File: config.mk
export PLATFORM = sky130hd
export DESIGN_NAME = router_candidate_table_ranker
export DESIGN_NICKNAME = d
export VERILOG_FILES = /design/src/rtl/rctr_pkg.sv /design/src/rtl/router_candidate_table_ranker.sv /design/src/rtl/rctr_ctrl.sv /design/src/rtl/rctr_table.sv
export SDC_FILE = /design/constraint.sdc
export NUM_CORES = 2
export LEC_CHECK = 0
export ABC_AREA = 0
export BUFFER_PORTS_ARGS = -buffer_cell sky130_fd_sc_hd__buf_2
export CAP_MARGIN = 25
export CORE_ASPECT_RATIO = 1.2
export CORE_UTILIZATION = 65
export CTS_CLUSTER_DIAMETER = 120
export CTS_CLUSTER_SIZE = 10
export DETAILED_ROUTE_END_ITERATION = 16
export PLACE_DENSITY = 0.82
export SLEW_MARGIN = 30
export SYNTH_ARGS = -nofsm -noshare
export SYNTH_HDL_FRONTEND = slang
export SYNTH_SLANG_ARGS = --single-unit
File: constraint.sdc
create_clock -name clk -period 8.5 [get_ports clk]
set_clock_uncertainty 0.05 [all_clocks]
set_input_delay 0.85 -clock clk [delete_from_list [all_inputs] [get_ports clk]]
set_output_delay 0.85 -clock clk [all_outputs]
set_load 0.02 [all_outputs]
File: src/rtl/rctr_pkg.sv
`default_nettype none

package rctr_pkg;

	localparam int TABLE_SLOTS = 16;
	localparam int SLOT_W      = $clog2(TABLE_SLOTS);

	localparam logic [1:0] CMD_CLEAR  = 2'd0;
	localparam logic [1:0] CMD_BEACON = 2'd1;
	localparam logic [1:0] CMD_REPORT = 2'd2;
	localparam logic [1:0] CMD_SELECT = 2'd3;

	localparam logic [1:0] ST_DONE = 2'd0;
	localparam logic [1:0] ST_FULL = 2'd1;
	localparam logic [1:0] ST_ZERO = 2'd2;

	localparam logic [15:0] COUNT_MAX = 16'hFFFF;

	typedef struct packed {
		logic [31:0]       addr;
		logic [15:0]       count;
		logic signed [7:0] strength;
	} entry_t;

	// Commands from the controller to the datapath.
	typedef struct packed {
		logic load;
		logic clear;
		logic scan;
		logic sort;
		logic publish;
	} cmd_t;

	// Status from the datapath to the controller.
	typedef struct packed {
		logic [1:0] op;
		logic       addr_zero;
		logic       scan_done;
		logic       sort_last;
	} stat_t;

endpackage

`default_nettype wire

File: src/rtl/router_candidate_table_ranker.sv
// Channel  Handshake              Payload
// in       in_valid / in_stall    command, node_address, signal_strength
// out      out_valid / out_stall  status, slot_index, best_router, backup_router
//
// One beat is worked on at a time. A clear, and a beacon or report to a zero
// address, pass from acceptance through the execute and finish states to the
// registered result; beacon and report otherwise scan one slot per cycle.
// Select runs TABLE_SLOTS rounds of the odd-even compare-exchange row.
// Reset empties the table at once. A stalled result holds the input stalled.
`default_nettype none

module router_candidate_table_ranker (
	input  wire logic              clk,
	input  wire logic              arst_n,
	input  wire logic              in_valid,
	output logic                   in_stall,
	input  wire logic [1:0]        command,
	input  wire logic [31:0]       node_address,
	input  wire logic signed [7:0] signal_strength,
	output logic                   out_valid,
	input  wire logic              out_stall,
	output logic [1:0]             status,
	output logic [3:0]             slot_index,
	output logic [31:0]            best_router,
	output logic [31:0]            backup_router
);
	import rctr_pkg::*;

	cmd_t  cmd;
	stat_t stat;

	rctr_ctrl u_ctrl (
		.clk       (clk),
		.arst_n    (arst_n),
		.in_valid  (in_valid),
		.in_stall  (in_stall),
		.out_valid (out_valid),
		.out_stall (out_stall),
		.stat      (stat),
		.cmd       (cmd)
	);

	rctr_table u_table (
		.clk             (clk),
		.arst_n          (arst_n),
		.cmd             (cmd),
		.command         (command),
		.node_address    (node_address),
		.signal_strength (signal_strength),
		.stat            (stat),
		.status          (status),
		.slot_index      (slot_index),
		.best_router     (best_router),
		.backup_router   (backup_router)
	);

	a_no_accept_on_blocked_result: assert property (@(posedge clk) disable iff (!arst_n)
		(out_valid && out_stall) |-> in_stall)
		else $error("input accepted while the result beat is blocked");

	a_no_result_after_accept: assert property (@(posedge clk) disable iff (!arst_n)
		(in_valid && !in_stall) |=> !out_valid)
		else $error("result beat valid right after an input beat");

	a_failed_slot_zero: assert property (@(posedge clk) disable iff (!arst_n)
		(out_valid && status != ST_DONE) |-> (slot_index == 4'd0))
		else $error("dropped or ignored beat reports a nonzero slot");

	a_single_command: assert property (@(posedge clk) disable iff (!arst_n)
		$onehot0({cmd.clear, cmd.scan, cmd.sort, cmd.publish}))
		else $error("controller issued more than one table command");

endmodule

`default_nettype wire

File: src/rtl/rctr_ctrl.sv
`default_nettype none

module rctr_ctrl (
	input  wire logic           clk,
	input  wire logic           arst_n,
	input  wire logic           in_valid,
	output logic                in_stall,
	output logic                out_valid,
	input  wire logic           out_stall,
	input  wire rctr_pkg::stat_t stat,
	output rctr_pkg::cmd_t      cmd
);
	import rctr_pkg::*;

	localparam logic [2:0] S_IDLE   = 3'd0;
	localparam logic [2:0] S_EXEC   = 3'd1;
	localparam logic [2:0] S_SCAN   = 3'd2;
	localparam logic [2:0] S_SORT   = 3'd3;
	localparam logic [2:0] S_FINISH = 3'd4;

	logic [2:0] state_q;
	logic [2:0] state_next;
	logic       out_valid_q;
	logic       accept;

	// A new beat is taken only when the result register is free or drains now.
	assign in_stall  = !((state_q == S_IDLE) && (!out_valid_q || !out_stall));
	assign accept    = in_valid && !in_stall;
	assign out_valid = out_valid_q;

	always_comb begin
		cmd         = '0;
		cmd.load    = accept;
		state_next  = state_q;
		case (state_q)
			S_IDLE: begin
				if (accept) begin
					state_next = S_EXEC;
				end
			end
			S_EXEC: begin
				case (stat.op)
					CMD_CLEAR: begin
						cmd.clear  = 1'b1;
						state_next = S_FINISH;
					end
					CMD_SELECT: begin
						state_next = S_SORT;
					end
					default: begin
						state_next = stat.addr_zero ? S_FINISH : S_SCAN;
					end
				endcase
			end
			S_SCAN: begin
				cmd.scan = 1'b1;
				if (stat.scan_done) begin
					state_next = S_FINISH;
				end
			end
			S_SORT: begin
				cmd.sort = 1'b1;
				if (stat.sort_last) begin
					state_next = S_FINISH;
				end
			end
			S_FINISH: begin
				cmd.publish = 1'b1;
				state_next  = S_IDLE;
			end
			default: begin
				state_next = S_IDLE;
			end
		endcase
	end

	always_ff @(posedge clk or negedge arst_n) begin
		if (!arst_n) begin
			state_q     <= S_IDLE;
			out_valid_q <= 1'b0;
		end else begin
			state_q <= state_next;
			if (cmd.publish) begin
				out_valid_q <= 1'b1;
			end else if (!out_stall) begin
				out_valid_q <= 1'b0;
			end
		end
	end

endmodule

`default_nettype wire

File: src/rtl/rctr_table.sv
`default_nettype none

module rctr_table (
	input  wire logic              clk,
	input  wire logic              arst_n,
	input  wire rctr_pkg::cmd_t    cmd,
	input  wire logic [1:0]        command,
	input  wire logic [31:0]       node_address,
	input  wire logic signed [7:0] signal_strength,
	output rctr_pkg::stat_t        stat,
	output logic [1:0]             status,
	output logic [3:0]             slot_index,
	output logic [31:0]            best_router,
	output logic [31:0]            backup_router
);
	import rctr_pkg::*;

	entry_t                entry_q [TABLE_SLOTS];
	entry_t                sorted  [TABLE_SLOTS];
	logic [TABLE_SLOTS-2:0] swap;

	logic [1:0]        op_q;
	logic [31:0]       addr_q;
	logic signed [7:0] strength_q;
	logic [SLOT_W-1:0] idx_q;
	logic [SLOT_W-1:0] round_q;
	logic [1:0]        res_status_q;
	logic [SLOT_W-1:0] res_slot_q;

	entry_t cur;
	entry_t upd;
	logic   hit;
	logic   empty;
	logic   idx_last;

	assign cur      = entry_q[idx_q];
	assign hit      = (cur.addr == addr_q);
	assign empty    = (cur.addr == 32'd0);
	assign idx_last = (idx_q == SLOT_W'(TABLE_SLOTS - 1));

	assign stat.op        = op_q;
	assign stat.addr_zero = (addr_q == 32'd0);
	assign stat.scan_done = hit || empty || idx_last;
	assign stat.sort_last = (round_q == SLOT_W'(TABLE_SLOTS - 1));

	// Entry update for a match or for the first empty slot.
	always_comb begin
		upd = cur;
		if (hit) begin
			if (op_q == CMD_BEACON) begin
				upd.count    = 16'd1;
				upd.strength = strength_q;
			end else if (cur.count != COUNT_MAX) begin
				upd.count = cur.count + 16'd1;
			end
		end else begin
			upd.addr  = addr_q;
			upd.count = 16'd1;
			if (op_q == CMD_BEACON) begin
				upd.strength = strength_q;
			end
		end
	end

	// Odd-even transposition: one rank of disjoint compare-exchange cells per
	// cycle. Cells swap only on a strictly greater key, so ties keep their order.
	for (genvar p = 0; p < TABLE_SLOTS - 1; p++) begin : g_cell
		logic [23:0] key_lo;
		logic [23:0] key_hi;
		assign key_lo  = {entry_q[p].count, ~entry_q[p].strength[7],
			entry_q[p].strength[6:0]};
		assign key_hi  = {entry_q[p+1].count, ~entry_q[p+1].strength[7],
			entry_q[p+1].strength[6:0]};
		assign swap[p] = ((p % 2) == int'(round_q[0])) && (key_hi > key_lo);
	end

	always_comb begin
		for (int i = 0; i < TABLE_SLOTS; i++) begin
			sorted[i] = entry_q[i];
			if (i < TABLE_SLOTS - 1) begin
				if (swap[i]) begin
					sorted[i] = entry_q[i+1];
				end
			end
			if (i > 0) begin
				if (swap[i-1]) begin
					sorted[i] = entry_q[i-1];
				end
			end
		end
	end

	always_ff @(posedge clk or negedge arst_n) begin
		if (!arst_n) begin
			for (int i = 0; i < TABLE_SLOTS; i++) begin
				entry_q[i] <= '0;
			end
		end else if (cmd.clear) begin
			for (int i = 0; i < TABLE_SLOTS; i++) begin
				entry_q[i].addr  <= 32'd0;
				entry_q[i].count <= 16'd0;
			end
		end else if (cmd.scan && (hit || empty)) begin
			entry_q[idx_q] <= upd;
		end else if (cmd.sort) begin
			entry_q <= sorted;
		end
	end

	always_ff @(posedge clk or negedge arst_n) begin
		if (!arst_n) begin
			op_q         <= CMD_CLEAR;
			idx_q        <= '0;
			round_q      <= '0;
			res_status_q <= ST_DONE;
			res_slot_q   <= '0;
		end else if (cmd.load) begin
			op_q         <= command;
			idx_q        <= '0;
			round_q      <= '0;
			res_slot_q   <= '0;
			if ((command == CMD_BEACON || command == CMD_REPORT) &&
				node_address == 32'd0) begin
				res_status_q <= ST_ZERO;
			end else begin
				res_status_q <= ST_DONE;
			end
		end else if (cmd.scan) begin
			if (hit || empty) begin
				res_slot_q <= idx_q;
			end else if (idx_last) begin
				res_status_q <= ST_FULL;
			end else begin
				idx_q <= idx_q + 1'b1;
			end
		end else if (cmd.sort) begin
			round_q <= round_q + 1'b1;
		end
	end

	always_ff @(posedge clk) begin
		if (cmd.load) begin
			addr_q     <= node_address;
			strength_q <= signal_strength;
		end
	end

	// Result register; held while the result beat is stalled.
	always_ff @(posedge clk) begin
		if (cmd.publish) begin
			status        <= res_status_q;
			slot_index    <= 4'(res_slot_q);
			best_router   <= entry_q[0].addr;
			backup_router <= entry_q[1].addr;
		end
	end

endmodule

`default_nettype wire
==> results.toml <==
[global_routing]
use_met1_pct = 53.4
grt_pass1_wl_um = 389000
grt_most_used_layer = "met2"
use_met2_pct = 69.3
grt-ovfl-total = 0
grt_use_met3_pct = 15.0
grt_usage_pct = 46.1
antenna_found_initial = 16
grt_pass1_vias = 61300
grt_max_degree = 159

[pwr]
switchingPower_uw = 17200
p_clk_share_pct = 13.3
vdd_drop_max_v = 0.00151
p_seq_share_pct = 23.4
p_int_uw = 17200
p_leak_uw = 0.0364
p_sw_share_pct = 50.1
finalPower_uw = 34400
combinationalPowerShare_pct = 63.4
powerDensity_nw_per_um2 = 440

[clock_tree]
cts_max_path_buffers = 3
post_cts_buffers = 0
cts_resized = 0
cts_sinks = 1026
worstSkewPairLatency_ns = 0.80
cts.clk_slew.worst_paths_ns = 0.06
cts_hold_buffers = 0
htreeDepth = 3
root_buffer = "clkbuf_16"
cts_made_buffers = 112
cts_tree = "built"

[placed_design]
dp_hpwl_um = 167000
port_buffers = 117
gp_congestion = 1.02

[timing]
period_minus_slack_ns = 7.24
slew_violations = 0
rsz0062_at_grt = "false"
fin_crit_sh_pct = 85.1
slew_headroom_pct = 22.4
fmax_mhz = 138
hold_violations = 0
worst_pin_slew_ns = 1.15
tns_ns = 0
finalSetupViolations = 0

[logic_synthesis]
yosysTopAreaCell = "dfrtp_1"
ys_seq_area_share_pct = 36.0
syn_area_per_cell_sq_um = 11.2
synthFlopType = "dfrtp_1"
yosysWarnings = 0
synth-seq-cells = 1026
synth.distinct_cells = 80
yosys.area.top_type_share_pct = 31.4
netlist_instances = 6504
synth-async-reset-ratio_pct = 89.3
netlist_area_sq_um = 72900
synth.area.top_cells = "dfrtp_1 (31%), mux2i_1 (14%), mux2_2 (8.3%)"
syn-num-nets = 6919
synth_edf_count = 110

[floorplan]
die_h_um = 369
die_x_um = 308
start_util_pct = 65.6
ios = 118
rows = 134
die_area_sq_um = 114000
coreArea_sq_um = 111000

[cells_and_area]
final_nets = 6746
mostFrequentLayoutCell = "mux2i_1"
drive_gt1_share_pct = 19.9
syn2layout_area_growth_pct = 7.12
final_cell_mix = "mux2i_1 (1044), dfrtp_1 (912), mux2_2 (537), o2bb2ai_1 (479), inv_1 (372)"

[drt]
dr.pass1.iters = 6
drc = 0
vias_per_cell = 7.74
drtIter0Drc = 8179
wire_per_inst_um = 33.4
via_count = 61000
wl_um = 263000
ant_nets = 0

[setup_path]
cp.depth = 13
critical-path-top-delay-family = "buffers and inverters"
cpPeakStageDelay_ns = 0.99
worstPathRequired_ns = 9.11
critPathKind = "reg -> reg"
worst_path_max_delay_cell = "dfrtp_4"
path_buf_inv = 4
critPathCaptureType = "flop"
crit_top_cell = "buf_4"
crit_chain = "buf_4 -> mux4_2 -> mux4_2 -> xnor2_1 -> nand4_1 -> a2111oi_2 -> a32oi_4 -> buf_4 -> nor4_4 -> buf_4 -> or3_4 -> buf_4 -> mux2_2"
crit_arrival_ns = 7.84
ff2ff_path_depth = 13
crit_fanout = 53
rrSetupSlack_ns = 1.26
start_kind = "flop"

[min_path]
min_path_type = "in -> async"

[outcome]
status = "complete, no violations"

[flow_run]
cap_violations = 0
[area by class of cell]
class	count	area (sq um)
inverters	376	1410
clock buffers	154	2980
fillers	8001	33000
multi-input cells	4535	43100
clock inverters	6	159
flip-flops and latches	1026	26200
well taps	1496	1870
repair buffers	280	2310
diodes	3	7.51
[flip-flops by register name, indices dropped and copies added (netlist names)]
register,count
u_table.strength_q,8
u_table.op_q,2
u_table.best_router,32
u_table.status,2
u_table.round_q,4
u_table.entry_q,896
u_table.res_slot_q,4
u_table.slot_index,4
u_table.res_status_q,2
u_ctrl.out_valid,1
u_table.addr_q,32
u_table.idx_q,4
u_ctrl.state_q,3
u_table.backup_router,32
[through the flow]
step | hold slack (ns) | cells | cell area, sq um | setup slack, ns | util, %
after global placement | 0.382 | 7692 | 74400 | 2.17 | 66.9
after global routing | 0.0964 | 7875 | 78100 | 1.42 | 70.3
after CTS | 0.0768 | 7865 | 77900 | 2.11 | 70.1
after detailed placement | 0.392 | 7705 | 74700 | 2.15 | 67.2
final | 0.0582 | 7876 | 78100 | 1.26 | 70.3
after floorplan | 0.375 | 6504 | 72900 | 2.11 | -
[synthesized netlist by cell type (all sizes together), types with 17 or more instances]
library cell	number
mux2i	1051
dfrtp	916
mux2	574
o2bb2ai	479
inv	373
ha	369
buf	359
a21oi	292
mux4	231
a22oi	219
clkbuf	208
nor2	205
a21o	136
edfxtp	110
nand2	102
nand4	101
o21ai	87
a22o	85
nor3	85
nor4	57
o22a	42
xnor2	39
a221o	36
nand3	36
a2bb2oi	32
nor2b	32
xor2	26
or3	22
o21a	19
nand2b	17
or2	17
[power by group through the flow]
stage                     combinational, uW  sequential, uW  clock (uW)
after floorplan                       14500            7300           0
final                                 21800            8030        4560
after CTS                             20800            7890        4540
after detailed placement              20700            7970           0
after global routing                  22200            8090        4740
after global placement                20100            7900           0
[cells by family after synthesis]
group | after synthesis | share of synthesized area, %
and+or+nand+nor | 713 | 5.11
muxes | 1856 | 30.4
xor gates and xnor gates | 65 | 0.781
AOI/OAI and AO/OA | 1532 | 15.8
adders and majority gates | 369 | 6.33
buffers and inverters | 943 | 5.57
DFF | 1026 | 36.0
[per-layer routing]
metal  vias up  wire [um]  share of wire (%)
li1      24500          -                  -
met1     30300      88000                 33
met2      4561     117000                 44
met3      1585      32200                 12
met4        26      26400                 10
met5         -        200              0.076
[final timing paths]
path	end	start
worst max-delay path	u_table.entry_q[80]$_DFFE_PN0P_	u_table.idx_q[3]$_DFFE_PN0P_
worst min-delay path	u_table.entry_q[848]$_DFFE_PN0P_	arst_n
worst max register to register	u_table.entry_q[80]$_DFFE_PN0P_	u_table.idx_q[3]$_DFFE_PN0P_
worst min register to register	u_table.slot_index[3]$_DFFE_PP_	u_table.res_slot_q[3]$_DFFE_PN0P_
max in group asynchronous	u_table.entry_q[452]$_DFFE_PN0P_	arst_n
min in group clk	u_table.addr_q[26]$_DFFE_PP_	node_address[26]
(Power assumes the default switching activity.)
